[config.mk]
export PLATFORM = sky130hd
export DESIGN_NAME = q2e_cordic
export DESIGN_NICKNAME = d
export VERILOG_FILES = /design/src/q2e_pkg.sv /design/src/q2e_cordic.sv
export SDC_FILE = /design/constraint.sdc
export NUM_CORES = 1
export LEC_CHECK = 0
export BUFFER_PORTS_ARGS = -buffer_cell sky130_fd_sc_hd__buf_2
export CAP_MARGIN = 20
export CORE_MARGIN = 2
export CORE_UTILIZATION = 50
export DETAILED_ROUTE_END_ITERATION = 8
export HOLD_SLACK_MARGIN = 0.15
export MAX_ROUTING_LAYER = met4
export PLACE_DENSITY = 0.72
export RECOVER_POWER = 25
export SLEW_MARGIN = 20
export SYNTH_ARGS = -nofsm -noshare
export SYNTH_HDL_FRONTEND = slang
export SYNTH_SLANG_ARGS = --single-unit
[constraint.sdc]
create_clock -name i_clk -period 7.9 [get_ports i_clk]
set_clock_uncertainty 0.1 [all_clocks]
set_input_delay 0.79 -clock i_clk [delete_from_list [all_inputs] [get_ports i_clk]]
set_output_delay 0.79 -clock i_clk [all_outputs]
set_load 0.005 [all_outputs]
[src/q2e_pkg.sv]
//------------------------------------------------------------------------------
// q2e_pkg
// Shared widths, codes and the CORDIC arctangent table for the quaternion to
// Euler angle converter.
//------------------------------------------------------------------------------
`default_nettype none

package q2e_pkg;

    localparam int ANGLE_FRAC_BITS_DEF = 16;
    localparam int CORDIC_STEPS_DEF    = 24;

    localparam int W_STATUS = 2;
    localparam int W_Q      = 32;   // input components, Q30
    localparam int W_S      = 33;   // squares, Q30
    localparam int W_T      = 36;   // atan2 operands, Q30
    localparam int W_ROOT   = 31;   // square root result, Q30
    localparam int W_XY     = 40;   // CORDIC x/y datapath
    localparam int W_Z      = 42;   // CORDIC angle, degrees Q32
    localparam int W_ROLL   = 25;
    localparam int W_PITCH  = 24;
    localparam int W_YAW    = 25;
    localparam int W_CODE   = 2;
    localparam int STEP_W   = 5;    // up to 32 CORDIC steps
    localparam int TAB_N    = 32;

    localparam longint DEG_PER_RAD_Q32 = 64'sd246083499208;
    localparam longint DEG45_Q32       = 64'sd45 <<< 32;
    localparam longint DEG90_Q32       = 64'sd90 <<< 32;

    typedef enum logic [W_CODE-1:0] {
        RC_UPDATED   = 2'd0,
        RC_WRONG_TYP = 2'd1,
        RC_BAD_FRAME = 2'd2,
        RC_NO_DATA   = 2'd3
    } t_code;

    typedef enum logic [W_STATUS-1:0] {
        FS_OK      = 2'd0,
        FS_OK_MORE = 2'd1,
        FS_EMPTY   = 2'd2,
        FS_ERROR   = 2'd3
    } t_fifo_status;

    typedef logic signed [W_Z-1:0] t_atan_tab [TAB_N];

    // one series term: (180/pi >> sh) / (2k+1)
    function automatic longint atan_term(input int k, input int sh);
        longint c;
        c = DEG_PER_RAD_Q32 >>> sh;
        case (k)
            0:  return c;
            1:  return c / 3;
            2:  return c / 5;
            3:  return c / 7;
            4:  return c / 9;
            5:  return c / 11;
            6:  return c / 13;
            7:  return c / 15;
            8:  return c / 17;
            9:  return c / 19;
            10: return c / 21;
            11: return c / 23;
            12: return c / 25;
            13: return c / 27;
            14: return c / 29;
            15: return c / 31;
            16: return c / 33;
            17: return c / 35;
            18: return c / 37;
            19: return c / 39;
            default: return 64'sd0;
        endcase
    endfunction

    function automatic t_atan_tab build_atan_tab();
        t_atan_tab tab;
        longint    acc;
        tab[0] = W_Z'(DEG45_Q32);
        for (int i = 1; i < TAB_N; i++) begin
            acc = 0;
            for (int k = 0; i * (2 * k + 1) < 40; k++) begin
                if (k % 2 == 1) begin
                    acc = acc - atan_term(k, i * (2 * k + 1));
                end else begin
                    acc = acc + atan_term(k, i * (2 * k + 1));
                end
            end
            tab[i] = W_Z'(acc);
        end
        return tab;
    endfunction

    localparam t_atan_tab ATAN_TAB = build_atan_tab();

endpackage

`default_nettype wire

[src/q2e_cordic.sv]
//------------------------------------------------------------------------------
// q2e_cordic
// Vectoring CORDIC atan2(y, x), one micro-rotation per cycle, angle in
// degrees Q32.
//------------------------------------------------------------------------------
`default_nettype none

module q2e_cordic import q2e_pkg::*; #(
    parameter int CORDIC_STEPS = CORDIC_STEPS_DEF
) (
    input  wire logic                 i_clk,
    input  wire logic                 i_rst_n,
    input  wire logic                 i_start,
    input  wire logic signed [W_T-1:0] i_y,
    input  wire logic signed [W_T-1:0] i_x,
    output logic                      o_done,
    output logic signed [W_Z-1:0]     o_z
);

    localparam logic [STEP_W-1:0] LAST = STEP_W'(CORDIC_STEPS - 1);

    logic signed [W_XY-1:0] r_x, r_y, dx, dy, ex, ey;
    logic signed [W_Z-1:0]  r_z;
    logic [STEP_W-1:0]      r_i;
    logic                   r_busy, r_done;

    assign ex = W_XY'(i_x);
    assign ey = W_XY'(i_y);
    assign dx = r_y >>> r_i;
    assign dy = r_x >>> r_i;
    assign o_done = r_done;
    assign o_z    = r_z;

    always_ff @(posedge i_clk) begin
        if (!i_rst_n) begin
            r_busy <= 1'b0;
            r_done <= 1'b0;
            r_i    <= '0;
        end else begin
            r_done <= 1'b0;
            if (i_start) begin
                r_i <= '0;
                if (ex == 0 && ey == 0) begin
                    r_z    <= '0;
                    r_done <= 1'b1;
                end else begin
                    r_busy <= 1'b1;
                    // fold the left half plane by +-90 degrees
                    if (ex < 0 && ey >= 0) begin
                        r_x <= ey;
                        r_y <= -ex;
                        r_z <= W_Z'(DEG90_Q32);
                    end else if (ex < 0) begin
                        r_x <= -ey;
                        r_y <= ex;
                        r_z <= -W_Z'(DEG90_Q32);
                    end else begin
                        r_x <= ex;
                        r_y <= ey;
                        r_z <= '0;
                    end
                end
            end else if (r_busy) begin
                if (r_y >= 0) begin
                    r_x <= r_x + dx;
                    r_y <= r_y - dy;
                    r_z <= r_z + ATAN_TAB[r_i];
                end else begin
                    r_x <= r_x - dx;
                    r_y <= r_y + dy;
                    r_z <= r_z - ATAN_TAB[r_i];
                end
                r_i <= r_i + 1'b1;
                if (r_i == LAST) begin
                    r_busy <= 1'b0;
                    r_done <= 1'b1;
                end
            end
        end
    end

endmodule

`default_nettype wire
== Yosys cells after proc, flatten, opt, wreduce, memory -nomap -nowiden ==
Memories as Yosys holds them, arrays and structs flattened.
Cells that the tools add are included.

* Flip-flop bits (word level): 129
* Memory bits (read-only): 1344
* Input bits: 75
* Word-level logic and storage cells: 62
* Memories kept: 1

{| class="wikitable"
|+ Memory list
! name !! depth !! bits a word !! rd ports !! clocked after Yosys merged registers in !! write ports !! RTL line !! RTL
|-
| (name not given) || 32 || 42 || 1 || 0 || 0 || q2e_cordic.sv:71 || <nowiki>r_z <= r_z - ATAN_TAB[r_i];</nowiki>
|}

* Add/subtract/negate cells: 9
* Magnitude comparators: 4
* Eq/ne operators: 2
* Shift-type cells: 2
* Muxes and demuxes: 28
* Bitwise operators: 2
* Reductions and logical operators: 8

{| class="wikitable"
|+ Operator list
! kind !! count
|-
| two-way mux 40 bit || 12
|-
| two-way mux 42 bit || 8
|-
| adder 40 bit || 2
|-
| logical NOT 40 bit || 2
|-
| negator 36 -> 40 bit || 2
|-
| >>> shifter 40 x 5 -> 40 bit || 2
|-
| subtractor 40 bit || 2
|-
| adder 42 bit || 1
|-
| subtractor 42 bit || 1
|-
| >= comparator 40 x 1 -> 1 bit (second input constant) || 1
|-
| >= comparator 36 x 1 -> 1 bit (second input constant) || 1
|-
| < comparator 36 x 1 -> 1 bit (second input constant) || 1
|-
| two-way mux 1 bit || 8
|-
| >= comparator 6 bit (second input constant) || 1
|-
| inverter 5 -> 6 bit || 1
|-
| adder 5 x 1 -> 5 bit (second input constant) || 1
|-
| == test 5 bit (second input constant) || 1
|-
| AND reduction 3 bit || 1
|-
| logical AND 1 bit || 2
|-
| != test 2 bit (second input constant) || 1
|-
| AND reduction 2 bit || 1
|-
| nonzero test 2 bit || 1
|-
| OR reduction 2 bit || 1
|-
| inverter 1 bit || 1
|}

== Longest topological paths before layout ==
* Depth in word-level cells: 8
* Mapped depth: 31
* Depth with buffers taken out: 24

== Least setup slack after synthesis ==
Ideal clock, no wire load.

* Path type: reg2reg
* Start point: register r_i[0]
* End point: register r_z[38] (netlist: o_z[38]), data pin
* Arrival: 6.760 ns
* Required time: 7.541 ns
* Slack: 0.781 ns
* Cell stages (with the launch flop): 26
* Buffers on the path: 4
* Period minus slack after synthesis: 7.119 ns
* Cells stage by stage: dfxtp_1 > buf_4 > inv_2 > buf_1 > buf_2 > buf_1 > ha_1 > inv_1 > mux4_2 > o32a_1 > a2111o_1 > nor4b_2 > nand2_1 > nor4_2 > a31oi_1 > xor2_1 > ha_1 > and3_1 > a221oi_1 > o21ai_0 > and2_1 > a2111oi_0 > o31ai_1 > a31oi_1 > a21boi_0 > a211o_1

* Cells in the longest elaborated chain, start to end: 8
* Elaborated cells on any way between the ends: 9
* Those cells by class: add/sub (2); mux (5); bitwise (1); memory (1)

{| class="wikitable"
|+ RTL lines
! item !! RTL line !! RTL
|-
| from (decl) || q2e_cordic.sv:24 || <nowiki>logic [STEP_W-1:0] r_i;</nowiki>
|-
| from (signal assigned) || q2e_cordic.sv:73 || <nowiki>r_i <= r_i + 1'b1;</nowiki>
|-
| inverter 5 -> 6 bit (implied by the code) (*) || q2e_cordic.sv:67, q2e_cordic.sv:71 ||
|-
| memory (32 x 42 bit) (*) || - ||
|-
| two-way mux 42 bit (implied by the code) (*) (2 in a row) || q2e_cordic.sv:71 ||
|-
| subtractor 42 bit or adder 42 bit (tied branches) || q2e_cordic.sv:71, q2e_cordic.sv:67 ||
|-
| two-way mux 42 bit (*) || q2e_cordic.sv:64 || <nowiki>if (r_y >= 0) begin</nowiki>
|-
| two-way mux 42 bit (*) || q2e_cordic.sv:63 || <nowiki>end else if (r_busy) begin</nowiki>
|-
| two-way mux 42 bit (*) || q2e_cordic.sv:41 || <nowiki>if (i_start) begin</nowiki>
|-
| to (signal assigned) || q2e_cordic.sv:52 || <nowiki>r_z <= W_Z'(DEG90_Q32);</nowiki>
|-
| to (signal assigned) || q2e_cordic.sv:67 || <nowiki>r_z <= r_z + ATAN_TAB[r_i];</nowiki>
|-
| to (signal assigned) || q2e_cordic.sv:71 ||
|-
| to (decl) || q2e_cordic.sv:23 || <nowiki>logic signed [W_Z-1:0] r_z;</nowiki>
|}

Every way passes the cells marked *; elsewhere a longest branch is shown, timed or not. The select of a mux whose other input is x is not followed.
A chain may end at the register's enable or synchronous reset.

== Worst setup path in the final report ==
* Start point: register r_i[1]
* End point: register r_y[37], data pin

* Cells in the longest elaborated chain, start to end: 5
* Elaborated cells on any way between the ends: 6
* Those cells by class: add/sub (2); shift (1); mux (3)

{| class="wikitable"
|+ RTL lines
! item !! RTL line !! RTL
|-
| >>> shifter 40 x 5 -> 40 bit (*) || q2e_cordic.sv:30 || <nowiki>assign dy = r_x >>> r_i;</nowiki>
|-
| adder 40 bit or subtractor 40 bit (tied branches) || q2e_cordic.sv:70, q2e_cordic.sv:66 ||
|-
| two-way mux 40 bit (*) || q2e_cordic.sv:64 ||
|-
| two-way mux 40 bit (*) || q2e_cordic.sv:63 ||
|-
| two-way mux 40 bit (*) || q2e_cordic.sv:41 ||
|-
| to (signal assigned) || q2e_cordic.sv:51 || <nowiki>r_y <= -ex;</nowiki>
|-
| to (signal assigned) || q2e_cordic.sv:66 || <nowiki>r_y <= r_y - dy;</nowiki>
|-
| to (signal assigned) || q2e_cordic.sv:70 || <nowiki>r_y <= r_y + dy;</nowiki>
|-
| to (decl) || q2e_cordic.sv:22 || <nowiki>logic signed [W_XY-1:0] r_x, r_y, dx, dy, ex, ey;</nowiki>
|}

Marks and branches as above.

==> flow_summary.ini <==
[outcome]
status = complete, but fails checks
failed_checks = capacitance limit, slew limit

[sta]
hold_violations = 0
finalWorstSetupSlack_ns = 0.448
tightest_slew_ns = 2.66
post-route-min-period_ns = 7.45
fin_tns_setup_ns = 0
max_freq_mhz = 134
setup_viol = 0
rsz0062_at_grt = false
timing.final.crit_share = 0.943
drv_slew = 97
slew_headroom = -0.776

[placed_design]
port_buffers = 117
gp_congestion = 1.07
place_ws_ns = 0.684
dp_hpwl_microns = 80700
dpl.cell_count = 3428
placed_area_sq_mm = 0.0243

[floorplan]
die_w_microns = 219
die_h_microns = 219
start_util = 0.507
num_io_pins = 118
core_area_sq_mm = 0.0455
fp.dieArea_sq_mm = 0.0478
rows = 78

[setup_path]
worstSetupPathType = reg -> reg
startpoint_type = flop
reg2reg_from = r_i[1]$_SDFFE_PP0P_
cp.required_ns = 8.03
end_kind = flop
crit_path_start = r_i[1]$_SDFFE_PP0P_
arrival_ns = 7.58
reg2reg_depth = 22
r2r_slack_ns = 0.45
r2r-end = r_y[37]$_DFFE_PP_
path_max_fanout = 56

[logic_synthesis]
yosys-top-cells-area = edfxtp_1, mux4_2, ha_1
dominantRegCellSynth = edfxtp_1
ys_warn_count = 0
synth.distinct_cells = 103
synth_top_area_frac = 0.159
synthTopCellsByCount = nand2_1, nor2_1, o21ai_0
syn_area_sq_mm = 0.0230
synth_most_common_cell = nand2_1
ys_ff_latch = 129
ys_async_sr_fraction = 0
synth.largest_area_cell = edfxtp_1
synth_edf_count = 122
synth_nets = 3022
synthCells = 2798
seq_area_frac_synth = 0.165
synth_area_per_cell_sq_um = 8.23

[detailed_routing]
drt_iter0_drc = 3467
drc = 0
via_count = 24522
routed_wl_microns = 102000
drtPass1Iterations = 6
viasPerCell = 7.07
drt-wirelength-per-cell_microns = 29.3
postRouteAntennaNets = 0

[min_path]
hp-class = in -> reg
min_to = r_busy$_SDFFE_PN0P_
worstHoldStart = i_rst_n
min_path_cells = 2

[finish]
final_nets = 3071
final-instance-count-excl-fill = 3467
finalCoreUtilization = 0.546
fin_area_sq_mm = 0.0248
synthToLayoutAreaGrowth_pct = 7.74
drive_above_1_share = 0.138

[clocking]
clk_pin_slew_ns = 0.08
cts_root_buf = clkbuf_16
numCtsBuffers = 17
htree_levels = 4
cts_resized = 0
cts_tree = built
clkLatencyLatePin_ns = 0.52
cts_sinks = 129
post-cts-setup-buffers = 0
ctsHoldBuffers = 0
clockBufferDepth = 2

[power_and_ir_drop]
p_per_area_mw_per_mm2 = 283
pwr-share-comb = 0.691
pwr-share-clk = 0.121
p_leak_uw = 0.00955
switchingPower_uw = 3610
ir_drop_mv = 0.236
sequentialPowerShare = 0.188
p_int_uw = 3420
switching_share = 0.514

[job]
drv_cap = 2

[global_route]
grt_pass1_vias = 22563
grt_max_degree = 114
antenna_found_initial = 9
track_usage = 0.432
grt_pass1_wl_microns = 148000
overflow = 0
sequential cells by signal, indices dropped and copies added (netlist names):
register,count
r_y,40
o_z,42
r_busy,1
o_done,1
r_i,5
r_x,40
per-stage QoR:
step	hold slack [ns]	total power, uW
2_1_floorplan	0.532	4530
4_1_cts	0.427	6870
3_5_place_dp	0.510	5980
6_report	0.457	7020
3_3_place_gp	0.493	5890
5_1_grt	0.455	7440
cell usage in the layout, fill, tap and decap left out, types with 84 or more instances in the layout:
master / count
ha_1: 146
xor2_1: 128
nor2_1: 225
mux4_2: 87
buf_2: 84
edfxtp_1: 122
mux2i_1: 101
xnor2_1: 138
buf_4: 88
o21ai_0: 213
nand2_1: 253
a21oi_1: 174
area by class of cell:
class / count / area (sq um)
Inverter: 71 / 267
Fill cell: 4283 / 20700
Sequential cell: 129 / 3820
Clock inverter: 15 / 166
Timing Repair Buffer: 209 / 1280
Tap cell: 600 / 751
Multi-Input combinational cell: 2419 / 18100
Clock buffer: 17 / 425
Antenna cell: 7 / 17.5
per-layer routing:
metal	global-route usage	share of wire
met1	0.589	0.43
met2	0.592	0.41
met3	0.137	0.12
met4	0.163	0.041
met5	-	0
cells by family (layout without fill, tap and decap cells):
kind of cell,count (synthesis),in the layout,share of synthesized area
other,0,7,0
DFF,129,129,0.165
adders and majority gates,149,149,0.0819
muxes,246,246,0.157
buffers and inverters,250,312,0.0507
xor gates and xnor gates,267,267,0.102
AOI/OAI and AO/OA,909,909,0.262
and+or+nand+nor,848,848,0.181
worst max-delay path, cell delays in order, from the launching register on:
cell and delay, ns:
dfxtp_4 0.63, buf_12 0.34, mux4_2 0.58, mux2i_1 0.41, o221ai_1 0.21, a211oi_1 0.47, and4bb_1 0.39, nand3_1 0.21
or3_1 0.46, o21ai_0 0.23, xor2_1 0.11, ha_1 0.46, nand4_1 0.18, or3_1 0.47, nor4_1 0.32, nand4_1 0.20
a211oi_1 0.37, buf_4 0.19, o31ai_1 0.09, o21ai_0 0.27, a21oi_1 0.14, xor2_1 0.15, o21ai_0 0.09
power by group through the flow:
stage	combinational, uW	clock, uW	sequential, uW
2_1_floorplan	3380	0	1150
3_3_place_gp	4600	0	1300
3_5_place_dp	4680	0	1300
4_1_cts	4710	865	1290
5_1_grt	5250	878	1310
6_report	4860	850	1320
worst max-delay path by stage:
stage	end	slack, ns
finish	r_y[37]$_DFFE_PP_	0.45
global route	o_z[38]$_DFFE_PP_	0.11
CTS	o_z[38]$_DFFE_PP_	0.59
detailed placement	o_z[38]$_DFFE_PP_	0.68
global placement	o_z[38]$_DFFE_PP_	0.81
floorplan	o_z[38]$_DFFE_PP_	0.78
Note: power is estimated with default switching activity, not from simulation.
